## config.mk

```make
export PLATFORM = sky130hd
export DESIGN_NAME = pba_ctrl
export DESIGN_NICKNAME = d
export VERILOG_FILES = /design/src/design/pba_pkg.sv /design/src/design/pba_ctrl.sv
export SDC_FILE = /design/constraint.sdc
export NUM_CORES = 1
export LEC_CHECK = 0
export BUFFER_PORTS_ARGS = -buffer_cell sky130_fd_sc_hd__buf_4
export CAP_MARGIN = 25
export CORE_UTILIZATION = 30
export DETAILED_ROUTE_END_ITERATION = 6
export GPL_TIMING_DRIVEN = 0
export PLACE_DENSITY = 0.59
export SLEW_MARGIN = 15
export SYNTH_ARGS = -nofsm -noshare
export SYNTH_HDL_FRONTEND = slang
export SYNTH_SLANG_ARGS = --single-unit
```

## constraint.sdc

```tcl
create_clock -name i_clk -period 2.2 [get_ports i_clk]
set_input_delay 0.33 -clock i_clk [delete_from_list [all_inputs] [get_ports i_clk]]
set_output_delay 0.33 -clock i_clk [all_outputs]
set_load 0.01 [all_outputs]
```

## src/design/pba_pkg.sv

```systemverilog
// shared types and codes of the page bitmap allocator
package pba_pkg;

    // command codes
    localparam logic [2:0] CMD_USABLE  = 3'd0;
    localparam logic [2:0] CMD_EXTENT  = 3'd1;
    localparam logic [2:0] CMD_RESERVE = 3'd2;
    localparam logic [2:0] CMD_FINAL   = 3'd3;
    localparam logic [2:0] CMD_ALLOC   = 3'd4;
    localparam logic [2:0] CMD_FREE    = 3'd5;

    // status codes
    localparam logic [1:0] ST_OK     = 2'd0;
    localparam logic [1:0] ST_REJECT = 2'd1;
    localparam logic [1:0] ST_OOM    = 2'd2;
    localparam logic [1:0] ST_NOUSE  = 2'd3;

    typedef struct packed {
        logic [2:0]  cmd;
        logic [63:0] range_base;
        logic [63:0] range_length;
        logic [31:0] free_address;
    } t_in_word;

    typedef struct packed {
        logic [1:0]  status;
        logic [31:0] page_address;
        logic [16:0] total_count;
        logic [16:0] free_count;
        logic [16:0] reserved_count;
    } t_out_word;

    // controller to datapath
    typedef struct packed {
        logic clr;
        logic load;
        logic calc1;
        logic calc2;
        logic rd;
        logic wr;
        logic done;
    } t_ctl;

    // datapath to controller
    typedef struct packed {
        logic walk;
        logic last;
        logic clr_last;
    } t_sts;

endpackage

```

## src/design/pba_ctrl.sv

```systemverilog
// controller state machine of the page bitmap allocator
module pba_ctrl (
    input  logic          i_clk,
    input  logic          i_rst_n,
    input  logic          i_in_valid,
    output logic          o_in_ready,
    output logic          o_out_valid,
    input  logic          i_out_ready,
    input  pba_pkg::t_sts i_sts,
    output pba_pkg::t_ctl o_ctl
);

    typedef enum logic [6:0] {
        S_CLEAR = 7'b0000001,
        S_IDLE  = 7'b0000010,
        S_CALC1 = 7'b0000100,
        S_CALC2 = 7'b0001000,
        S_READ  = 7'b0010000,
        S_WRITE = 7'b0100000,
        S_DONE  = 7'b1000000
    } t_state;

    t_state r_state, n_state;
    logic   r_out_valid;
    logic   w_load_out;

    assign o_in_ready  = (r_state == S_IDLE);
    assign o_out_valid = r_out_valid;
    assign w_load_out  = (r_state == S_DONE) && (!r_out_valid || i_out_ready);

    // commands to the datapath
    always_comb begin
        o_ctl       = '0;
        o_ctl.clr   = (r_state == S_CLEAR);
        o_ctl.load  = (r_state == S_IDLE) && i_in_valid;
        o_ctl.calc1 = (r_state == S_CALC1);
        o_ctl.calc2 = (r_state == S_CALC2);
        o_ctl.rd    = (r_state == S_READ);
        o_ctl.wr    = (r_state == S_WRITE);
        o_ctl.done  = w_load_out;
    end

    // next state
    always_comb begin
        n_state = r_state;
        unique case (r_state)
            S_CLEAR: if (i_sts.clr_last) n_state = S_IDLE;
            S_IDLE:  if (i_in_valid) n_state = S_CALC1;
            S_CALC1: n_state = S_CALC2;
            S_CALC2: n_state = i_sts.walk ? S_READ : S_DONE;
            S_READ:  n_state = S_WRITE;
            S_WRITE: n_state = i_sts.last ? S_DONE : S_READ;
            S_DONE:  if (w_load_out) n_state = S_IDLE;
            default: n_state = S_CLEAR;
        endcase
    end

    // state and result valid
    always_ff @(posedge i_clk) begin
        if (!i_rst_n) begin
            r_state     <= S_CLEAR;
            r_out_valid <= 1'b0;
        end else begin
            r_state <= n_state;
            if (w_load_out) r_out_valid <= 1'b1;
            else if (i_out_ready) r_out_valid <= 1'b0;
        end
    end

endmodule

```

## Word level (Yosys, flattened, before mapping)

Index checks and enable logic that the tools add are counted.

- Reductions and logical operators: 6
- Equality and inequality tests: 10
- Mux-type cells: 8

Operators with widths:

| kind | number |
|---|---|
| one-hot mux 7 bit (7 select lines) | 1 |
| 2-to-1 mux 7 bit | 5 |
| equality test 7 x 1 -> 1 bit (second input constant) | 1 |
| equality test 7 x 2 -> 1 bit (second input constant) | 1 |
| equality test 7 x 3 -> 1 bit (second input constant) | 1 |
| equality test 7 x 4 -> 1 bit (second input constant) | 1 |
| equality test 7 x 5 -> 1 bit (second input constant) | 1 |
| equality test 7 x 6 -> 1 bit (second input constant) | 1 |
| equality test 7 bit (second input constant) | 1 |
| inequality test 2 bit (second input constant) | 3 |
| AND reduction 3 bit | 1 |
| logical AND 1 bit | 2 |
| 2-to-1 mux 1 bit | 2 |
| nonzero test 2 bit | 1 |
| logical NOT 1 bit | 1 |
| logical OR 1 bit | 1 |

- Logic and storage cells: 26
- Flip-flop bits (word level): 8

## Longest topological paths before layout

Gate-level depths: netlist of run 1.

- Depth in word-level cells: 5
- Mapped depth: 5
- Mapped depth without buffers: 5

## Worst setup path after synthesis of run 1

Ideal clock, no wire load.

- Path kind: flip-flop to output port
- From: register r_state[3]
- To: output o_ctl[5] (netlist bit)
- Data required time: 1.870 ns
- Slack: 0.576 ns
- Cell stages (with the launch flop): 5
- Arrival: 1.294 ns
- Path through: dfxtp_1 > or4b_4 > nor2_1 > nand2_1 > inv_1

RTL lines:

| element | line | source |
|---|---|---|
| start, declared | pba_ctrl.sv:23 | `t_state r_state, n_state;` |
| start signal, assigned | pba_ctrl.sv:64 | `r_state <= n_state;` |
| end, declared | pba_ctrl.sv:10 | `output pba_pkg::t_ctl o_ctl` |

## Worst setup path in the final report of run 1

- From: register r_state[1]
- To: output o_ctl[0] (netlist bit)

- Word-level cells in the longest chain between the ends: 2

RTL lines:

| element | line | source |
|---|---|---|
| equality test 7 bit | pba_ctrl.sv:29 | `assign w_load_out = (r_state == S_DONE) && (!r_out_valid \|\| i_out_ready);` |
| logical AND 1 bit | pba_ctrl.sv:29 |  |

No other way between the ends.

==> results of run 1 <==
worst max-delay path: cells and delay by family (launching register included):
kind / cells / cell delay, ns
buffers and inverters: 2 / 0.21
AND/OR/NAND/NOR: 3 / 0.83
flip-flops: 1 / 0.36
cell type report:
cell class / count / area (um^2) / share of cell area, %
Buffer: 1 / 7.51 / 1.18
Clock buffer: 3 / 22.5 / 3.55
Timing Repair Buffer: 15 / 113 / 17.8
Tap cell: 16 / 20.0 / 3.16
Multi-Input combinational cell: 39 / 274 / 43.2
Inverter: 10 / 37.5 / 5.92
Sequential cell: 8 / 160 / 25.2
how the worst max path moves through the flow:
stage | start | to | slack (ns)
after floorplan | r_state[3]$_SDFFE_PN0P_ | o_ctl[5] | 0.58
after global placement | r_state[1]$_SDFFE_PN0P_ | o_ctl[0] | 0.50
after detailed placement | r_state[1]$_SDFFE_PN0P_ | o_ctl[0] | 0.50
after CTS | r_state[1]$_SDFFE_PN0P_ | o_ctl[0] | 0.21
after global routing | r_state[1]$_SDFFE_PN0P_ | o_ctl[0] | 0.11
final | r_state[1]$_SDFFE_PN0P_ | o_ctl[0] | 0.21
logic make-up (layout without fill, tap and decap cells):
logic type | count (synthesis) | in the layout | synth area share, %
XOR/XNOR | 1 | 1 | 1.83
buffers and inverters | 11 | 29 | 9.40
AO/OA/AOI/OAI | 10 | 10 | 15.7
AND/OR/NAND/NOR | 28 | 28 | 39.7
flip-flops | 8 | 8 | 33.4
power by group through the flow:
stage | Clock, mW | Sequential (mW) | Combinational (mW)
6_report | 0.114 | 0.166 | 0.0944
5_1_grt | 0.129 | 0.167 | 0.105
4_1_cts | 0.120 | 0.166 | 0.0955
3_5_place_dp | 0 | 0.169 | 0.0952
3_3_place_gp | 0 | 0.169 | 0.0948
2_1_floorplan | 0 | 0.166 | 0.0643
Yosys cell counts, types with 2 or more instances:
master / count
o21ai_0: 2
and4b_2: 2
nor2_1: 8
nand3_1: 3
nand2_1: 2
dfxtp_1: 8
nor4b_1: 2
inv_1: 9
nand4_1: 2
state kept, by name, indices dropped and copies added (netlist names):
register	flops
o_out_valid	1
r_state	7
metrics by stage:
step / util [%] / worst slack (ns)
after floorplan: - / 0.576
after detailed placement: 40.6 / 0.503
final: 42.1 / 0.211
after CTS: 42.1 / 0.213
after global placement: 40.6 / 0.498
after global routing: 42.1 / 0.108
per-layer routing:
metal  share of wire (%)  routed length (um)
met5                   0                   0
met2                  43                 433
met3                 7.0                  70
met4                 1.5                  15
met1                  48                 479
==> impl_metrics.json, run 1 <==
{
  "post_dp_cell_area_um2": 612,
  "synth_top_area_cell": "dfxtp_1",
  "p_clk_share_pct": 30.4,
  "hp-class": "in -> reg",
  "layout_common_cells": "buf_4 (16), inv_1 (9), nor2_1 (8), dfxtp_1 (8)",
  "cp_slowest_stage_delay_ns": 0.43,
  "ctsResizeCount": 0,
  "dieArea_um2": 1760,
  "route.vias.total": 471,
  "clk_transition_reported_paths_ns": 0.06,
  "gr-usage-met1_pct": 18.1,
  "crit_arrival_ns": 1.66,
  "synth.cell_area_um2": 479,
  "insertion_delay_ns": 0.26,
  "cts_max_level": 1,
  "numCtsBuffers": 3,
  "grt_max_degree": 9,
  "ctsHoldBuffers": 0,
  "groute.layer.met2.usage_pct": 17.5,
  "io_pins": 16,
  "switching_share_pct": 29.4,
  "peakVddDrop_v": 0.000230,
  "area_growth_pct": 32.4,
  "hold_viol_final": 0,
  "slowest_stage": "nor4_4",
  "cp-start-kind": "register",
  "synth.top_cell.area_share_pct": 33.4,
  "final_cell_area_um2": 634,
  "finalSetupTns_ns": 0,
  "finalSetupViolCount": 0,
  "die_y_um": 42.0,
  "clock-sinks": 8,
  "synth_async_sr_flop_share_pct": 0,
  "rsz0062_at_grt": "false",
  "p_leak_nw": 0.308,
  "syn_inst": 58,
  "rr_endpoint": "r_state[3]$_SDFFE_PN0P_",
  "worstMarginPinSlew_ns": 0.382,
  "clockBufferDepth": 2,
  "fp.dieW_um": 42.0,
  "powerDensity_nw_per_um2": 590,
  "max_cap_viol_count": 0,
  "placedCellCount": 89,
  "rows": 14,
  "crit_top_cell": "buf_4",
  "holdWs_ns": 0.300,
  "vias_per_cell": 5.12,
  "cts_tree": "yes",
  "finClkSkew_ns": 0.00713,
  "path_class": "reg -> out",
  "cp-end-kind": "output pin",
  "reg2reg_depth": 4,
  "nets": 85,
  "ys.warnings.count": 0,
  "crit_chain": "nor4_4 > nand3_1 > nor2b_1 > buf_4 > buf_4",
  "grt_overflow_total": 0,
  "max_freq_mhz": 503,
  "cp_max_fo": 6,
  "finalMaxSlewViolations": 0,
  "fillerInstances": 161,
  "antenna_found_initial": 0,
  "postRouteAntennaNets": 0,
  "avgSynthCellArea_um2": 8.26,
  "grt_pass1_wl_mm": 1.67,
  "port_buffers": 15,
  "initial_core_util_pct": 31.8,
  "route.detailed.drc": 0,
  "dp_hpwl_um": 798,
  "final_layout_size_suffix_gt1_share_pct": 34.2,
  "seq_power_share_pct": 44.4,
  "status": "completed",
  "holdPathEnd": "r_state[6]$_SDFFE_PN0P_",
  "grt_usage_pct": 13.3,
  "max_slew_margin_pct": 74.3,
  "hold_path_depth": 2,
  "syn-num-nets": 65,
  "ff2ff_setup_slack_ns": 0.64,
  "wl_per_cell_um": 10.8,
  "finalCritPeriodShare_pct": 90.4,
  "yosys_most_used_dff": "dfxtp_1",
  "grt_pass1_vias": 387,
  "use_met3_pct": 6.52,
  "gp_congestion": 0.662,
  "synth-seq-cells": 8,
  "core_area_um2": 1510,
  "power_mw": 0.374,
  "busiest_layer": "met1",
  "cp.required_ns": 1.87,
  "cts_root_buf": "clkbuf_4",
  "stdcell_count": 92,
  "drt_iter0_markers": 6,
  "r2r_start": "r_state[1]$_SDFFE_PN0P_",
  "p_switching_mw": 0.110,
  "synth.distinct_cells": 29,
  "cts_setup_buffers": 0,
  "min_period_ns": 1.99,
  "antennaDiodeCount": 0,
  "combPwrFrac_pct": 25.2,
  "synth_edf_count": 0,
  "final_common_cell": "buf_4",
  "synth_area_leaders": "dfxtp_1 (33%), inv_1 (7.0%), nor2_1 (6.3%), and4b_2 (4.7%), nor4_4 (4.4%)",
  "intPower_mw": 0.264,
  "drt_wl_total_um": 998,
  "hp-start": "i_rst_n",
  "ys_seq_area_share_pct": 33.4,
  "first_pass_iters": 4
}
Note: power is estimated with default switching activity, not from simulation.
==> inputs of run 2 (changes only) <==
Settings changed: PLACE_DENSITY 0.59 to unset, PLACE_DENSITY_LB_ADDON set to 0.12.
==> impl_metrics.json, run 2 (synthesis results as in run 1) <==
{
  "antenna_found_initial": 0,
  "final_cell_area_um2": 634,
  "wl_per_cell_um": 10.6,
  "grt_max_degree": 9,
  "route.vias.total": 465,
  "area_growth_pct": 32.4,
  "cts_root_buf": "clkbuf_4",
  "ctsHoldBuffers": 0,
  "largest_register_ffs": 7,
  "cts_tree": "yes",
  "grt_usage_pct": 12.3,
  "min_period_ns": 1.94,
  "p_leak_nw": 0.308,
  "crit_top_cell": "buf_4",
  "antennaDiodeCount": 0,
  "finalMaxSlewViolations": 0,
  "slowest_stage": "nor4_4",
  "final_layout_size_suffix_gt1_share_pct": 34.2,
  "hp-class": "in -> reg",
  "first_pass_iters": 4,
  "max_cap_viol_count": 0,
  "multi_input_comb_area_um2": 274,
  "cts_setup_buffers": 0,
  "cp-end-kind": "output pin",
  "cp_slowest_stage_delay_ns": 0.41,
  "powerDensity_nw_per_um2": 586,
  "path_class": "reg -> out",
  "drt_wl_total_um": 976,
  "top_register": "r_state",
  "clock-sinks": 8,
  "insertion_delay_ns": 0.25,
  "nets": 85,
  "cp.required_ns": 1.87,
  "final_common_cell": "buf_4",
  "max_slew_margin_pct": 75.2,
  "clk_transition_reported_paths_ns": 0.05,
  "crit_arrival_ns": 1.61,
  "drt_iter0_markers": 8,
  "fillerInstances": 162,
  "layout_common_cells": "buf_4 (16), inv_1 (9), nor2_1 (8), dfxtp_1 (8)",
  "finalSetupTns_ns": 0,
  "clockBufferDepth": 2,
  "cp-start-kind": "register",
  "initial_core_util_pct": 31.8,
  "post_dp_cell_area_um2": 612,
  "hold_viol_final": 0,
  "worstMarginPinSlew_ns": 0.367,
  "gp_congestion": 0.692,
  "finalSetupViolCount": 0,
  "cp_max_fo": 6,
  "place_ws_ns": 0.526,
  "dp_hpwl_um": 779,
  "vias_per_cell": 5.05,
  "status": "completed",
  "cts_max_level": 1,
  "fin_ws_ns": 0.261,
  "power_mw": 0.372,
  "grt_pass1_vias": 368,
  "finalCritPeriodShare_pct": 88.2,
  "io_pins": 16,
  "peakVddDrop_v": 0.000307,
  "route.detailed.drc": 0,
  "grt_overflow_total": 0,
  "fp.dieW_um": 42.0,
  "holdWs_ns": 0.299,
  "numCtsBuffers": 3,
  "postRouteAntennaNets": 0,
  "max_freq_mhz": 516,
  "crit_chain": "nor4_4 > nand3_1 > nor2b_1 > buf_4 > buf_4",
  "core_area_um2": 1510,
  "die_y_um": 42.0,
  "port_buffers": 15,
  "ff_latch_area_um2": 160,
  "dieArea_um2": 1760,
  "finClkSkew_ns": 0.000403,
  "ctsResizeCount": 0,
  "rows": 14,
  "grt_pass1_wl_mm": 1.54,
  "rsz0062_at_grt": "false"
}
## run 2: cell counts in the layout (fill, tap and decap cells not counted)
Identical to the previous run, type by type.
## run 2: power by group
| part | total (mW) | switching [mW] | internal (mW) |
|---|---|---|---|
| combinational | 0.0940 | 0.0447 | 0.0493 |
| clock | 0.112 | 0.0497 | 0.0624 |
| sequential | 0.165 | 0.0129 | 0.153 |
## run 2: worst paths after layout
path,start,end,slack [ns],cells after the start
max,r_state[1]$_SDFFE_PN0P_,o_ctl[0],0.26,5
min,i_rst_n,r_state[6]$_SDFFE_PN0P_,0.30,2
max reg2reg,r_state[1]$_SDFFE_PN0P_,r_state[3]$_SDFFE_PN0P_,0.65,4
min reg2reg,r_state[5]$_SDFFE_PN0P_,r_state[1]$_SDFFE_PN0P_,0.53,1
## run 2: metrics by stage
| stage | utilization, % | std cells |
|---|---|---|
| 2_1_floorplan | - | 58 |
| 3_3_place_gp | 40.6 | 89 |
| 3_5_place_dp | 40.6 | 89 |
| 4_1_cts | 42.1 | 92 |
| 5_1_grt | 42.1 | 92 |
| 6_report | 42.1 | 92 |
## run 2: routing by layer
metal  routed length (um)  part of all wire [%]  vias up  track usage [%]
met3                   68                   7.0        2             6.52
met4                   14                   1.4        0             5.81
met5                    0                     0        -                0
met2                  438                    45       16             17.5
met1                  455                    47      204             15.1
li1                     -                     -      243                -
## run 2: final cells by class
type / count / area share [%]
Buffer: 1 / 1.18
Inverter: 10 / 5.92
Timing Repair Buffer: 15 / 17.8
Clock buffer: 3 / 3.55
Tap cell: 16 / 3.16
Multi-Input combinational cell: 39 / 43.2
Sequential cell: 8 / 25.2
## run 2: worst max-delay path, delay by kind of cell (launching register included)
kind          cells  cell delay [ns]
buf+inv           2             0.21
simple gates      3             0.79
flops             1             0.35
